### src/hw/rtl/lsvw_pkg.sv
// shared types, constants and helpers of the line segment voxel walk
`timescale 1ns / 1ps
`default_nettype none
package lsvw_pkg;

  // fixed field widths
  localparam int COORD_W  = 32;
  localparam int SIZE_W   = 31;
  localparam int GRID_W   = 15;
  localparam int TIME_W   = 32;
  localparam int CELL_W   = 5;
  localparam int OUT_C_W  = 4;
  localparam int LIN_W    = 12;
  localparam int CFG_IDX_W = 3;

  // per-axis cap on voxel count
  localparam int MAX_AXIS_CELLS = 16;
  // defaults for top level parameters
  localparam int MAX_STEPS_DEF = 46;
  localparam int FRAC_BITS_DEF = 16;

  // quotient bits of the short division that finds a cell index
  localparam int SHORT_BITS = CELL_W;

  // register indexes
  localparam logic [CFG_IDX_W-1:0] REG_AREA_MIN_X  = 3'd0;
  localparam logic [CFG_IDX_W-1:0] REG_AREA_MIN_Y  = 3'd1;
  localparam logic [CFG_IDX_W-1:0] REG_AREA_MIN_Z  = 3'd2;
  localparam logic [CFG_IDX_W-1:0] REG_CELL_SIZE_X = 3'd3;
  localparam logic [CFG_IDX_W-1:0] REG_CELL_SIZE_Y = 3'd4;
  localparam logic [CFG_IDX_W-1:0] REG_CELL_SIZE_Z = 3'd5;
  localparam logic [CFG_IDX_W-1:0] REG_GRID_COUNTS = 3'd6;

  // divider operation codes
  localparam logic [1:0] OP_START_CELL  = 2'd0;
  localparam logic [1:0] OP_FINISH_CELL = 2'd1;
  localparam logic [1:0] OP_DELTA       = 2'd2;
  localparam logic [1:0] OP_EXIT        = 2'd3;

  // axis codes
  localparam logic [1:0] AXIS_X = 2'd0;
  localparam logic [1:0] AXIS_Y = 2'd1;
  localparam logic [1:0] AXIS_Z = 2'd2;

  // controller to datapath commands
  typedef struct packed {
    logic       capture;
    logic [1:0] axis;
    logic       div_go;
    logic [1:0] op;
    logic       mul_go;
    logic       set_dir;
    logic       zero_axis;
    logic       emit;
  } cmd_t;

  // datapath to controller status
  typedef struct packed {
    logic div_busy;
    logic div_done;
    logic d_zero;
    logic at_end;
    logic cnt_hit;
    logic out_free;
  } sts_t;

  // voxel count of one axis, zero acts as one, capped
  function automatic logic [CELL_W-1:0] axis_count(input logic [GRID_W-1:0] g,
                                                    input logic [1:0] a);
    logic [CELL_W-1:0] f;
    logic [CELL_W-1:0] n;
    begin
      case (a)
        AXIS_X:  f = g[4:0];
        AXIS_Y:  f = g[9:5];
        default: f = g[14:10];
      endcase
      n = f;
      if (f == '0) n = CELL_W'(1);
      if (int'(f) > MAX_AXIS_CELLS) n = CELL_W'(MAX_AXIS_CELLS);
      return n;
    end
  endfunction

endpackage
`default_nettype wire

### src/hw/rtl/lsvw_div.sv
// shared restoring divider, one quotient bit per cycle, saturating
`timescale 1ns / 1ps
`default_nettype none
module lsvw_div #(
  parameter int NUM_W = 49,
  parameter int DEN_W = 32
) (
  input  wire                         clk,
  input  wire                         rst,
  input  wire                         start,
  input  wire                         short_mode,
  input  wire  [NUM_W-1:0]            num,
  input  wire  [DEN_W-1:0]            den,
  output logic                        busy,
  output logic                        done,
  output logic [lsvw_pkg::TIME_W-1:0] quot,
  output logic                        sat
);
  import lsvw_pkg::*;

  logic [DEN_W-1:0]  rem;
  logic [DEN_W-1:0]  den_q;
  logic [TIME_W-1:0] lo;
  logic [5:0]        steps;
  logic [NUM_W-1:0]  hi;
  logic [DEN_W:0]    trial;
  logic              ge;
  logic [DEN_W:0]    diff;

  // upper part of the numerator, must stay below the divisor
  always_comb begin
    hi    = short_mode ? (num >> SHORT_BITS) : (num >> TIME_W);
    trial = {rem, lo[TIME_W-1]};
    ge    = trial >= {1'b0, den_q};
    diff  = trial - {1'b0, den_q};
  end

  // control of the iteration
  always_ff @(posedge clk) begin
    if (rst) begin
      busy  <= 1'b0;
      done  <= 1'b0;
      steps <= '0;
    end else begin
      done <= 1'b0;
      if (start) begin
        busy  <= 1'b1;
        steps <= short_mode ? 6'(SHORT_BITS) : 6'(TIME_W);
      end else if (busy) begin
        steps <= steps - 6'd1;
        if (steps == 6'd1) begin
          busy <= 1'b0;
          done <= 1'b1;
        end
      end
    end
  end

  // shift and subtract
  always_ff @(posedge clk) begin
    if (start) begin
      rem   <= hi[DEN_W-1:0];
      den_q <= den;
      sat   <= hi >= NUM_W'(den);
      quot  <= '0;
      lo    <= short_mode ? {num[SHORT_BITS-1:0], {(TIME_W-SHORT_BITS){1'b0}}}
                          : num[TIME_W-1:0];
    end else if (busy) begin
      rem  <= ge ? diff[DEN_W-1:0] : trial[DEN_W-1:0];
      quot <= {quot[TIME_W-2:0], ge};
      lo   <= {lo[TIME_W-2:0], 1'b0};
    end
  end

endmodule
`default_nettype wire

### src/hw/rtl/lsvw_datapath.sv
// datapath: config registers, setup arithmetic, walk state and output register
`timescale 1ns / 1ps
`default_nettype none
module lsvw_datapath #(
  parameter int FRAC_BITS = lsvw_pkg::FRAC_BITS_DEF,
  parameter int MAX_STEPS = lsvw_pkg::MAX_STEPS_DEF
) (
  input  wire                             clk,
  input  wire                             rst,
  input  wire                             cfg_we,
  input  wire  [lsvw_pkg::CFG_IDX_W-1:0]  cfg_index,
  input  wire  [lsvw_pkg::COORD_W-1:0]    cfg_data,
  input  wire  [lsvw_pkg::COORD_W-1:0]    start_x,
  input  wire  [lsvw_pkg::COORD_W-1:0]    start_y,
  input  wire  [lsvw_pkg::COORD_W-1:0]    start_z,
  input  wire  [lsvw_pkg::COORD_W-1:0]    finish_x,
  input  wire  [lsvw_pkg::COORD_W-1:0]    finish_y,
  input  wire  [lsvw_pkg::COORD_W-1:0]    finish_z,
  input  wire  lsvw_pkg::cmd_t            cmd,
  output lsvw_pkg::sts_t                  sts,
  input  wire                             out_ready,
  output logic                            out_valid,
  output logic [lsvw_pkg::OUT_C_W-1:0]    cell_x,
  output logic [lsvw_pkg::OUT_C_W-1:0]    cell_y,
  output logic [lsvw_pkg::OUT_C_W-1:0]    cell_z,
  output logic [lsvw_pkg::LIN_W-1:0]      linear_index,
  output logic                            last,
  output logic                            overrun
);
  import lsvw_pkg::*;

  localparam int DIST_W = COORD_W + 1;
  localparam int NUM_W  = DIST_W + FRAC_BITS;
  localparam int CNT_W  = $clog2(MAX_STEPS + 1);
  localparam int PROD_W = CELL_W + SIZE_W;
  localparam int WIDE_W = PROD_W + 2;

  // configuration
  logic signed [COORD_W-1:0] amin [3];
  logic [SIZE_W-1:0]         csize [3];
  logic [GRID_W-1:0]         grid;

  // captured segment
  logic signed [COORD_W-1:0] p0 [3];
  logic signed [COORD_W-1:0] p1 [3];

  // walk state
  logic [CELL_W-1:0]   cur [3];
  logic [CELL_W-1:0]   tgt [3];
  logic                dpos [3];
  logic                dneg [3];
  logic [TIME_W-1:0]   ext [3];
  logic [TIME_W-1:0]   dlt [3];
  logic [CNT_W-1:0]    cnt;
  logic [1:0]          op_q;
  logic [2*CELL_W-1:0] nyz;
  logic [CELL_W-1:0]   nz;
  logic [PROD_W-1:0]   prod;
  logic [CELL_W-1:0]   nm1 [3];

  // selected-axis setup signals
  logic signed [COORD_W:0] rs;
  logic signed [COORD_W:0] rf;
  logic signed [COORD_W:0] d;
  logic [COORD_W-1:0]      ad;
  logic [SIZE_W-1:0]       sz;
  logic signed [WIDE_W-1:0] dr;
  logic signed [WIDE_W-1:0] dd;
  logic [DIST_W-1:0]       face_dist;
  logic [NUM_W-1:0]        div_num;
  logic [COORD_W-1:0]      div_den;
  logic                    div_short;
  logic                    div_busy;
  logic                    div_done;
  logic [TIME_W-1:0]       quot;
  logic                    sat;
  logic [TIME_W-1:0]       q_eff;
  logic [CELL_W-1:0]       cell_q;

  // walk step signals
  logic [1:0]          ws;
  logic [CELL_W-1:0]   cur_s;
  logic [CELL_W-1:0]   nc;
  logic [TIME_W:0]     exit_sum;
  logic                at_end;
  logic                cnt_hit;
  logic [15:0]         lin;

  // voxel count limits per axis
  always_comb begin
    nm1[0] = axis_count(grid, AXIS_X) - CELL_W'(1);
    nm1[1] = axis_count(grid, AXIS_Y) - CELL_W'(1);
    nm1[2] = axis_count(grid, AXIS_Z) - CELL_W'(1);
  end

  // configuration writes
  always_ff @(posedge clk) begin
    if (rst) begin
      for (int a = 0; a < 3; a++) begin
        amin[a]  <= '0;
        csize[a] <= SIZE_W'(65536);
      end
      grid <= GRID_W'(16912);
    end else if (cfg_we) begin
      case (cfg_index)
        REG_AREA_MIN_X:  amin[0] <= cfg_data;
        REG_AREA_MIN_Y:  amin[1] <= cfg_data;
        REG_AREA_MIN_Z:  amin[2] <= cfg_data;
        REG_CELL_SIZE_X: csize[0] <= (cfg_data[SIZE_W-1:0] == '0) ? SIZE_W'(1)
                                                                  : cfg_data[SIZE_W-1:0];
        REG_CELL_SIZE_Y: csize[1] <= (cfg_data[SIZE_W-1:0] == '0) ? SIZE_W'(1)
                                                                  : cfg_data[SIZE_W-1:0];
        REG_CELL_SIZE_Z: csize[2] <= (cfg_data[SIZE_W-1:0] == '0) ? SIZE_W'(1)
                                                                  : cfg_data[SIZE_W-1:0];
        REG_GRID_COUNTS: grid <= cfg_data[GRID_W-1:0];
        default: ;
      endcase
    end
  end

  // offsets, direction and distance of the selected axis
  always_comb begin
    sz   = csize[cmd.axis];
    rs   = $signed({p0[cmd.axis][COORD_W-1], p0[cmd.axis]})
         - $signed({amin[cmd.axis][COORD_W-1], amin[cmd.axis]});
    rf   = $signed({p1[cmd.axis][COORD_W-1], p1[cmd.axis]})
         - $signed({amin[cmd.axis][COORD_W-1], amin[cmd.axis]});
    d    = $signed({p1[cmd.axis][COORD_W-1], p1[cmd.axis]})
         - $signed({p0[cmd.axis][COORD_W-1], p0[cmd.axis]});
    ad   = d[COORD_W] ? COORD_W'(-d) : d[COORD_W-1:0];
    dr   = WIDE_W'(rs) - $signed({2'b00, prod});
    dd   = d[COORD_W] ? dr : ($signed({{(WIDE_W-SIZE_W){1'b0}}, sz}) - dr);
    face_dist = dd[WIDE_W-1] ? '0 : dd[DIST_W-1:0];
  end

  // divider operand selection
  always_comb begin
    div_short = 1'b0;
    div_num   = '0;
    div_den   = ad;
    case (cmd.op)
      OP_START_CELL: begin
        div_short = 1'b1;
        div_num   = rs[COORD_W] ? '0 : NUM_W'(rs[COORD_W-1:0]);
        div_den   = COORD_W'(sz);
      end
      OP_FINISH_CELL: begin
        div_short = 1'b1;
        div_num   = rf[COORD_W] ? '0 : NUM_W'(rf[COORD_W-1:0]);
        div_den   = COORD_W'(sz);
      end
      OP_DELTA: div_num = NUM_W'({sz, {FRAC_BITS{1'b0}}});
      OP_EXIT:  div_num = {face_dist, {FRAC_BITS{1'b0}}};
      default: ;
    endcase
  end

  lsvw_div #(
    .NUM_W(NUM_W),
    .DEN_W(COORD_W)
  ) u_div (
    .clk       (clk),
    .rst       (rst),
    .start     (cmd.div_go),
    .short_mode(div_short),
    .num       (div_num),
    .den       (div_den),
    .busy      (div_busy),
    .done      (div_done),
    .quot      (quot),
    .sat       (sat)
  );

  // saturated results of the divider
  always_comb begin
    q_eff  = sat ? '1 : quot;
    cell_q = (sat || (quot[CELL_W-1:0] > nm1[cmd.axis])) ? nm1[cmd.axis]
                                                         : quot[CELL_W-1:0];
  end

  // axis choice, ties to y or z
  always_comb begin
    if (ext[0] < ext[1]) ws = (ext[0] < ext[2]) ? AXIS_X : AXIS_Z;
    else                 ws = (ext[1] < ext[2]) ? AXIS_Y : AXIS_Z;
    cur_s = cur[ws];
    nc    = cur_s;
    if (dpos[ws] && (cur_s != nm1[ws])) nc = cur_s + CELL_W'(1);
    if (dneg[ws] && (cur_s != '0))      nc = cur_s - CELL_W'(1);
    exit_sum = {1'b0, ext[ws]} + {1'b0, dlt[ws]};
    at_end   = (cur[0] == tgt[0]) && (cur[1] == tgt[1]) && (cur[2] == tgt[2]);
    cnt_hit  = cnt == CNT_W'(MAX_STEPS - 1);
    lin      = 16'(cur[0]) * 16'(nyz) + 16'(cur[1]) * 16'(nz) + 16'(cur[2]);
  end

  // setup and walk registers
  always_ff @(posedge clk) begin
    if (cmd.capture) begin
      p0[0] <= start_x;
      p0[1] <= start_y;
      p0[2] <= start_z;
      p1[0] <= finish_x;
      p1[1] <= finish_y;
      p1[2] <= finish_z;
      nz    <= axis_count(grid, AXIS_Z);
      nyz   <= (2*CELL_W)'(axis_count(grid, AXIS_Y)) * (2*CELL_W)'(axis_count(grid, AXIS_Z));
    end
    if (cmd.div_go) op_q <= cmd.op;
    if (cmd.mul_go) prod <= PROD_W'(cur[cmd.axis]) * PROD_W'(sz);
    if (cmd.set_dir) begin
      dpos[cmd.axis] <= !d[COORD_W];
      dneg[cmd.axis] <= d[COORD_W];
    end
    if (cmd.zero_axis) begin
      dpos[cmd.axis] <= 1'b0;
      dneg[cmd.axis] <= 1'b0;
      ext[cmd.axis]  <= '1;
      dlt[cmd.axis]  <= '1;
    end
    if (div_done) begin
      case (op_q)
        OP_START_CELL:  cur[cmd.axis] <= cell_q;
        OP_FINISH_CELL: tgt[cmd.axis] <= cell_q;
        OP_DELTA:       dlt[cmd.axis] <= q_eff;
        OP_EXIT:        ext[cmd.axis] <= q_eff;
        default: ;
      endcase
    end
    if (cmd.emit && !(at_end || cnt_hit)) begin
      cur[ws] <= nc;
      ext[ws] <= exit_sum[TIME_W] ? '1 : exit_sum[TIME_W-1:0];
    end
  end

  // step counter
  always_ff @(posedge clk) begin
    if (rst) begin
      cnt <= '0;
    end else if (cmd.capture) begin
      cnt <= '0;
    end else if (cmd.emit) begin
      cnt <= cnt + CNT_W'(1);
    end
  end

  // output register
  always_ff @(posedge clk) begin
    if (rst) begin
      out_valid <= 1'b0;
    end else if (cmd.emit) begin
      out_valid <= 1'b1;
    end else if (out_ready) begin
      out_valid <= 1'b0;
    end
  end

  always_ff @(posedge clk) begin
    if (cmd.emit) begin
      cell_x       <= cur[0][OUT_C_W-1:0];
      cell_y       <= cur[1][OUT_C_W-1:0];
      cell_z       <= cur[2][OUT_C_W-1:0];
      linear_index <= lin[LIN_W-1:0];
      last         <= at_end || cnt_hit;
      overrun      <= !at_end && cnt_hit;
    end
  end

  // status to the controller
  always_comb begin
    sts.div_busy = div_busy;
    sts.div_done = div_done;
    sts.d_zero   = d == '0;
    sts.at_end   = at_end;
    sts.cnt_hit  = cnt_hit;
    sts.out_free = !out_valid || out_ready;
  end

endmodule
`default_nettype wire

### src/hw/rtl/lsvw_ctrl.sv
// controller: setup sequence per axis, then the walk
`timescale 1ns / 1ps
`default_nettype none
module lsvw_ctrl (
  input  wire                  clk,
  input  wire                  rst,
  input  wire                  in_valid,
  output logic                 in_ready,
  input  wire  lsvw_pkg::sts_t sts,
  output lsvw_pkg::cmd_t       cmd
);
  import lsvw_pkg::*;

  localparam logic [3:0] S_IDLE = 4'd0;
  localparam logic [3:0] S_CS   = 4'd1;
  localparam logic [3:0] S_CS_W = 4'd2;
  localparam logic [3:0] S_CF   = 4'd3;
  localparam logic [3:0] S_CF_W = 4'd4;
  localparam logic [3:0] S_MUL  = 4'd5;
  localparam logic [3:0] S_DT   = 4'd6;
  localparam logic [3:0] S_DT_W = 4'd7;
  localparam logic [3:0] S_EX   = 4'd8;
  localparam logic [3:0] S_EX_W = 4'd9;
  localparam logic [3:0] S_WALK = 4'd10;

  logic [3:0] state;
  logic [3:0] state_next;
  logic [1:0] axis;
  logic [1:0] axis_next;

  // next state and commands
  always_comb begin
    state_next = state;
    axis_next  = axis;
    cmd        = '0;
    cmd.axis   = axis;
    in_ready   = state == S_IDLE;
    case (state)
      S_IDLE: begin
        if (in_valid) begin
          cmd.capture = 1'b1;
          axis_next   = AXIS_X;
          state_next  = S_CS;
        end
      end
      S_CS: begin
        cmd.div_go = 1'b1;
        cmd.op     = OP_START_CELL;
        state_next = S_CS_W;
      end
      S_CS_W: begin
        cmd.op = OP_START_CELL;
        if (sts.div_done) state_next = S_CF;
      end
      S_CF: begin
        cmd.div_go = 1'b1;
        cmd.op     = OP_FINISH_CELL;
        state_next = S_CF_W;
      end
      S_CF_W: begin
        cmd.op = OP_FINISH_CELL;
        if (sts.div_done) state_next = S_MUL;
      end
      S_MUL: begin
        cmd.mul_go = 1'b1;
        state_next = S_DT;
      end
      S_DT: begin
        cmd.op = OP_DELTA;
        if (sts.d_zero) begin
          // standing axis never steps
          cmd.zero_axis = 1'b1;
          if (axis == AXIS_Z) begin
            state_next = S_WALK;
          end else begin
            axis_next  = axis + 2'd1;
            state_next = S_CS;
          end
        end else begin
          cmd.div_go  = 1'b1;
          cmd.set_dir = 1'b1;
          state_next  = S_DT_W;
        end
      end
      S_DT_W: begin
        cmd.op = OP_DELTA;
        if (sts.div_done) state_next = S_EX;
      end
      S_EX: begin
        cmd.div_go = 1'b1;
        cmd.op     = OP_EXIT;
        state_next = S_EX_W;
      end
      S_EX_W: begin
        cmd.op = OP_EXIT;
        if (sts.div_done) begin
          if (axis == AXIS_Z) begin
            state_next = S_WALK;
          end else begin
            axis_next  = axis + 2'd1;
            state_next = S_CS;
          end
        end
      end
      S_WALK: begin
        if (sts.out_free) begin
          cmd.emit = 1'b1;
          if (sts.at_end || sts.cnt_hit) state_next = S_IDLE;
        end
      end
      default: state_next = S_IDLE;
    endcase
  end

  // state register
  always_ff @(posedge clk) begin
    if (rst) begin
      state <= S_IDLE;
      axis  <= AXIS_X;
    end else begin
      state <= state_next;
      axis  <= axis_next;
    end
  end

endmodule
`default_nettype wire

### src/hw/rtl/line_segment_voxel_walk_top.sv
// top level of the line segment voxel walk
//
//  channel  direction  handshake             payload
//  cfg      in         cfg_we                cfg_index, cfg_data
//  in       in         in_valid / in_ready   start_x/y/z, finish_x/y/z
//  out      out        out_valid / out_ready cell_x/y/z, linear_index, last, overrun
//
// One segment is set up with, per axis, two 5-bit divisions for the start and end
// cells, one multiply and, if the axis moves, two 32-bit divisions for the crossing
// interval and first exit time, all on one shared shift-subtract divider. The walk
// then sends one voxel per cycle, unless a stalled output holds it, and at most
// MAX_STEPS per segment. A new segment is taken once the last voxel sits in the
// output register. Reset is synchronous and needs no clearing pass.
`timescale 1ns / 1ps
`default_nettype none
module line_segment_voxel_walk_top #(
  parameter int FRAC_BITS = lsvw_pkg::FRAC_BITS_DEF,
  parameter int MAX_STEPS = lsvw_pkg::MAX_STEPS_DEF
) (
  input  wire                             clk,
  input  wire                             rst,
  input  wire                             cfg_we,
  input  wire  [lsvw_pkg::CFG_IDX_W-1:0]  cfg_index,
  input  wire  [lsvw_pkg::COORD_W-1:0]    cfg_data,
  input  wire                             in_valid,
  output logic                            in_ready,
  input  wire  [lsvw_pkg::COORD_W-1:0]    start_x,
  input  wire  [lsvw_pkg::COORD_W-1:0]    start_y,
  input  wire  [lsvw_pkg::COORD_W-1:0]    start_z,
  input  wire  [lsvw_pkg::COORD_W-1:0]    finish_x,
  input  wire  [lsvw_pkg::COORD_W-1:0]    finish_y,
  input  wire  [lsvw_pkg::COORD_W-1:0]    finish_z,
  output logic                            out_valid,
  input  wire                             out_ready,
  output logic [lsvw_pkg::OUT_C_W-1:0]    cell_x,
  output logic [lsvw_pkg::OUT_C_W-1:0]    cell_y,
  output logic [lsvw_pkg::OUT_C_W-1:0]    cell_z,
  output logic [lsvw_pkg::LIN_W-1:0]      linear_index,
  output logic                            last,
  output logic                            overrun
);
  import lsvw_pkg::*;

  cmd_t cmd;
  sts_t sts;

  lsvw_ctrl u_ctrl (
    .clk     (clk),
    .rst     (rst),
    .in_valid(in_valid),
    .in_ready(in_ready),
    .sts     (sts),
    .cmd     (cmd)
  );

  lsvw_datapath #(
    .FRAC_BITS(FRAC_BITS),
    .MAX_STEPS(MAX_STEPS)
  ) u_dp (
    .clk         (clk),
    .rst         (rst),
    .cfg_we      (cfg_we),
    .cfg_index   (cfg_index),
    .cfg_data    (cfg_data),
    .start_x     (start_x),
    .start_y     (start_y),
    .start_z     (start_z),
    .finish_x    (finish_x),
    .finish_y    (finish_y),
    .finish_z    (finish_z),
    .cmd         (cmd),
    .sts         (sts),
    .out_ready   (out_ready),
    .out_valid   (out_valid),
    .cell_x      (cell_x),
    .cell_y      (cell_y),
    .cell_z      (cell_z),
    .linear_index(linear_index),
    .last        (last),
    .overrun     (overrun)
  );

  // a transfer in starts a busy period
  a_busy_after_accept: assert property (@(posedge clk) disable iff (rst)
    in_valid && in_ready |=> !in_ready)
    else $error("input taken twice in a row");

  // divider is never restarted while running
  a_div_idle_on_go: assert property (@(posedge clk) disable iff (rst)
    cmd.div_go |-> !sts.div_busy)
    else $error("divider started while busy");

  // a voxel is only loaded into a free output register
  a_emit_free: assert property (@(posedge clk) disable iff (rst)
    cmd.emit |-> sts.out_free)
    else $error("output register overwritten");

  // overrun only comes with the final voxel
  a_overrun_last: assert property (@(posedge clk) disable iff (rst)
    out_valid && overrun |-> last)
    else $error("overrun without last");

endmodule
`default_nettype wire
### config.mk
export PLATFORM = sky130hd
export DESIGN_NAME = line_segment_voxel_walk_top
export DESIGN_NICKNAME = d
export VERILOG_FILES = /design/src/hw/rtl/lsvw_pkg.sv /design/src/hw/rtl/lsvw_div.sv /design/src/hw/rtl/lsvw_datapath.sv /design/src/hw/rtl/lsvw_ctrl.sv /design/src/hw/rtl/line_segment_voxel_walk_top.sv
export SDC_FILE = /design/constraint.sdc
export NUM_CORES = 2
export LEC_CHECK = 0
export ABC_AREA = 1
export BUFFER_PORTS_ARGS = -buffer_cell sky130_fd_sc_hd__buf_2
export CAP_MARGIN = 20
export CORE_MARGIN = 1.5
export CORE_UTILIZATION = 29
export CTS_CLUSTER_SIZE = 16
export DETAILED_ROUTE_END_ITERATION = 10
export PLACE_DENSITY_LB_ADDON = 0.25
export SLEW_MARGIN = 20
export SYNTH_ARGS = -nofsm -noshare
export SYNTH_HDL_FRONTEND = slang
export SYNTH_HIERARCHICAL = 1
export SYNTH_SLANG_ARGS = --single-unit
### constraint.sdc
create_clock -name clk -period 23.5 [get_ports clk]
set_clock_uncertainty 0.15 [all_clocks]
set_input_delay 2.35 -clock clk [delete_from_list [all_inputs] [get_ports clk]]
set_output_delay 2.35 -clock clk [all_outputs]
set_load 0.005 [all_outputs]
After elaboration in Yosys (flattened, before gate mapping):

Memory sizes are Yosys's and may differ from the RTL's. A register that Yosys moved wholly into a read port is not among the register bits.
Cells that the tools add are included.

* bits of input ports: 232
* register bits after elaboration: 244
* output and inout bits: 28
* bits in writable memories: 609
* ROM bits: 0
* bits in latches: 0
* memories kept: 10
* word-level logic and storage cells: 300

Memory list
* u_dp.amin: depth 3, bits a word 32, read ports 1, clocked after Yosys merged registers in 1, write ports 3, RTL line lsvw_datapath.sv:39 `logic signed [COORD_W-1:0] amin [3];`
* u_dp.dlt: depth 3, bits a word 32, read ports 1, clocked after Yosys merged registers in 0, write ports 1, RTL line lsvw_datapath.sv:53 `logic [TIME_W-1:0] dlt [3];`
* u_dp.ext: depth 3, bits a word 32, read ports 4, clocked after Yosys merged registers in 0, write ports 2, RTL line lsvw_datapath.sv:52 `logic [TIME_W-1:0] ext [3];`
* u_dp.p0: depth 3, bits a word 32, read ports 1, clocked after Yosys merged registers in 1, write ports 3, RTL line lsvw_datapath.sv:44 `logic signed [COORD_W-1:0] p0 [3];`
* u_dp.p1: depth 3, bits a word 32, read ports 1, clocked after Yosys merged registers in 1, write ports 3, RTL line lsvw_datapath.sv:45 `logic signed [COORD_W-1:0] p1 [3];`
* u_dp.csize: depth 3, bits a word 31, read ports 1, clocked after Yosys merged registers in 1, write ports 3, RTL line lsvw_datapath.sv:40 `logic [SIZE_W-1:0] csize [3];`
* 4 more memories

* divide/modulo/power cells: 0
* $mul: 4
* equal/unequal tests: 37
* order comparisons: 13
* shift operators: 0
* mux-type cells: 144
* reductions and logical operators: 38
* bitwise logic cells: 13
* add/subtract/negate cells: 18

Operator list (number)
* two-way mux 32 bit: 17
* one-hot mux 49 bit (4 select lines): 1
* two-way mux 31 bit: 4
* two-way mux 5 bit: 21
* subtractor 32 x 32 -> 33 bit: 3
* less-than comparator 32 bit: 3
* two-way mux 1 bit: 62
* greater-or-equal comparator 44 x 32 -> 1 bit: 1
* two-way mux 44 bit: 1
* one-hot mux 4 bit (11 select lines): 1
* two-way mux 38 bit: 1
* subtractor 32 x 38 -> 38 bit: 1
* subtractor 33 x 37 -> 38 bit: 1
* multiplier 5 x 31 -> 36 bit: 1
* two-way mux 2 bit: 18
* two-way mux 4 bit: 9
* adder 32 x 32 -> 33 bit: 1
* greater-or-equal comparator 33 x 32 -> 1 bit: 1
* logical NOT 33 bit: 1
* two-way mux 33 bit: 1
* negator 32 bit: 1
* subtractor 32 bit: 1
* logical NOT 31 bit: 1
* > comparator 5 bit (second input constant): 5
* 48 further kinds: 110

Logic depth before layout (Yosys ltp):

An unclocked memory read counts as a cell.

* depth in word-level cells: 12
* depth in mapped cells: 56
* gate-level depth less buffers: 52

By module:

The synthesis kept the hierarchy.

By module, submodules not included
* lsvw_datapath: cells an instance 6019, sequential area each 21250.4 sq um, times used 1, area each 51624.5 sq um
* lsvw_div: cells an instance 1328, sequential area each 3713.6 sq um, times used 1, area each 9620.5 sq um
* lsvw_ctrl: cells an instance 112, sequential area each 120.1 sq um, times used 1, area each 633.1 sq um

Worst setup path after synthesis:

No wires, ideal clock.

* path kind: input -> register
* start point: in in_valid
* end point: reg u_dp.cnt[1]
* arrival time: 12084 ps
* buffers on the path: 1
* cell stages on the path: 5
* library setup time: 208 ps
* data required time: 23142 ps
* setup slack: 11058 ps
* cell sequence: inv_1 -> nor2_1 -> or2_2 -> clkbuf_1 -> a211oi_1

RTL lines
* start, declared: RTL line line_segment_voxel_walk_top.sv:25 `input wire in_valid,`
* end signal, assigned: RTL line lsvw_datapath.sv:241 `cnt <= cnt + CNT_W'(1);`
* end, declared: RTL line lsvw_datapath.sv:54 `logic [CNT_W-1:0] cnt;`

==> impl_metrics.yaml <==
outcome:
  status: "finished clean"
drt:
  wl_met3_um: 10500
  drt_iter0_drc: 4233
  wl_met1_um: 99700
  postRouteAntennaNets: 0
  top_layer_used: "met5"
  num_vias: 52200
  vias_per_cell: 4.93
  met2RoutedLength_um: 99900
  firstDrtPassIters: 6
  drc: 0
  routed_wl_um: 218000
  wl_per_cell_um: 20.6
worst_hold_path:
  hold_path.class: "reg -> reg"
  worstHoldStart: "u_dp/grid[5]"
sta:
  post-route-period-util: 0.452
  hold_violations: 0
  drv_slew: 0
  tns_ns: 0
  fmax_mhz: 94.2
  min_period_ns: 10.62
  slew_headroom: 0.187
  tightest_slew_ns: 1.21
  rsz0062_at_grt: "false"
  final-setup-viol-count: 0
synth:
  syn_nets: 8311
  yosys_warnings: 6
  syn-cell-area_um2: 61900
  synth.avg_cell_area_um2: 8.30
  synthCells: 7458
global_route:
  overflow: 0
  antenna_found_initial: 3
  grt_start_max_net_pins: 79
  grt_pass1_wl_um: 326000
  grt.total_usage: 0.198
  grt_pass1_vias: 51300
floorplan:
  die_h_um: 465
  fp.dieW_um: 465
  start_util: 0.292
  die_area_um2: 216000
  core_area_um2: 212000
  rows: 169
  io_pins: 260
cts:
  ctsResizeCount: 0
  clock_tree.htree_level_count: 3
  cts_tree: "built"
  cts_setup_buffers: 0
  cts_buffers: 99
  cts_hold_buf: 0
  cts.sinks: 858
  clk_latency_ns: 0.78
  clk_pin_slew_ns: 0.06
  cts.path.max_buffers: 3
  root_buffer: "clkbuf_16"
critical_path:
  worstPathMaxFanout: 49
  crit_top_cell: "nand2_1"
  critPathMaxStageDelay_ns: 0.60
  worst_ep_required_time_ns: 23.91
  path_class: "reg -> reg"
  cp-end-kind: "flop"
  startpoint_type: "flop"
  worst_ep_arrival_time_ns: 11.03
  slowest_stage: "buf_4"
  reg2reg_from: "u_ctrl/axis[1]"
  startpoint: "u_ctrl/axis[1]"
cells_and_area:
  fill_cells: 22200
  final_layout_size_suffix_gt1_frac: 0.0810
  final_nets: 8538
  syn_to_final_growth_pct: 12.9
placed_design:
  io_buffers: 259
  routabilityCongestion: 0.957
  dpl.hpwl_um: 172000
flow_run:
  maxCapViolations: 0
## cells in the final DEF, fill, tap and decap left out, drive strengths merged, types with 9 or more instances in the layout
cell type,instances
nand2,1882
a21boi,18
ha,468
a21o,26
nor4,22
clkinv,49
a221oi,82
o21bai,25
o22ai,70
nand3,326
a211oi,14
nor3,82
inv,1120
fa,153
buf,343
xor2,142
bufinv,9
o211ai,22
nor2,619
edfxtp,790
or2,22
a31oi,37
clkbuf,121
nand3b,35
nand4,81
o21a,30
o21ai,408
dfxtp,68
a21oi,509
a22o,40
xnor2,110
## state kept, by name, indices dropped and copies added (netlist names), 5 cells and up
register and cells:
u_dp/amin 96, u_dp/dlt 96, u_dp/ext 96, u_dp/p0 96
u_dp/p1 96, u_dp/csize 93, u_dp/prod 36, u_dp/u_div/den_q 32
u_dp/u_div/lo 32, u_dp/u_div/quot 32, u_dp/u_div/rem 32, u_dp/cur 20
u_dp/grid 15, u_dp/tgt 15, u_dp/linear_index 12, u_dp/nyz 10
u_dp/cnt 6, u_dp/u_div/steps 6, u_dp/nz 5
## path summary, 6_finish.rpt
| kind | endpoint | slack, ns | cells past startpoint |
|---|---|---|---|
| setup / recovery | u_dp/u_div/sat | 12.88 | 48 |
| hold / removal | u_dp/grid[5] | 0.33 | 2 |
| setup reg to reg | u_dp/u_div/sat | 12.88 | 48 |
| hold reg to reg | u_dp/grid[5] | 0.33 | 2 |
## area by class of cell
| class | count | area (µm²) | area share |
|---|---|---|---|
| multi-input combinational | 5261 | 31800 | 0.455 |
| sequential | 858 | 25100 | 0.359 |
| inverter | 1121 | 4210 | 0.0603 |
| tap | 2821 | 3530 | 0.0505 |
| clock buffer | 120 | 2600 | 0.0372 |
| timing repair buffer | 344 | 1950 | 0.0279 |
| clock inverter | 60 | 686 | 0.00982 |
| antenna | 1 | 2.50 | 0.0000358 |
## through the flow
stage	util	hold slack [ns]	cells	worst slack, ns	area (µm²)
2_1_floorplan	-	0.274	7458	11.06	61900
3_3_place_gp	0.314	0.325	10400	13.09	66500
3_5_place_dp	0.314	0.328	10400	12.96	66500
4_1_cts	0.329	0.336	10600	12.87	69800
5_1_grt	0.329	0.363	10600	11.71	69800
6_report	0.329	0.331	10600	12.88	69800
## per-layer routing
metal | track usage | up-vias
met5 | 0 | -
met1 | 0.269 | 25100
met2 | 0.322 | 1482
li1 | - | 25400
met4 | 0.0754 | 2
met3 | 0.0230 | 281
## worst max-delay path: cells and delay by family (launching register included)
family          cells  cell delay, ns
flops               1            0.45
xor+xnor            2            0.67
simple gates       21            2.76
compound gates     18            3.74
fa+ha+maj           4            1.33
buf+inv             3            1.23
Power is not shown: default switching activity piles up to over one toggle a cycle in this logic, so the estimate is an artifact.
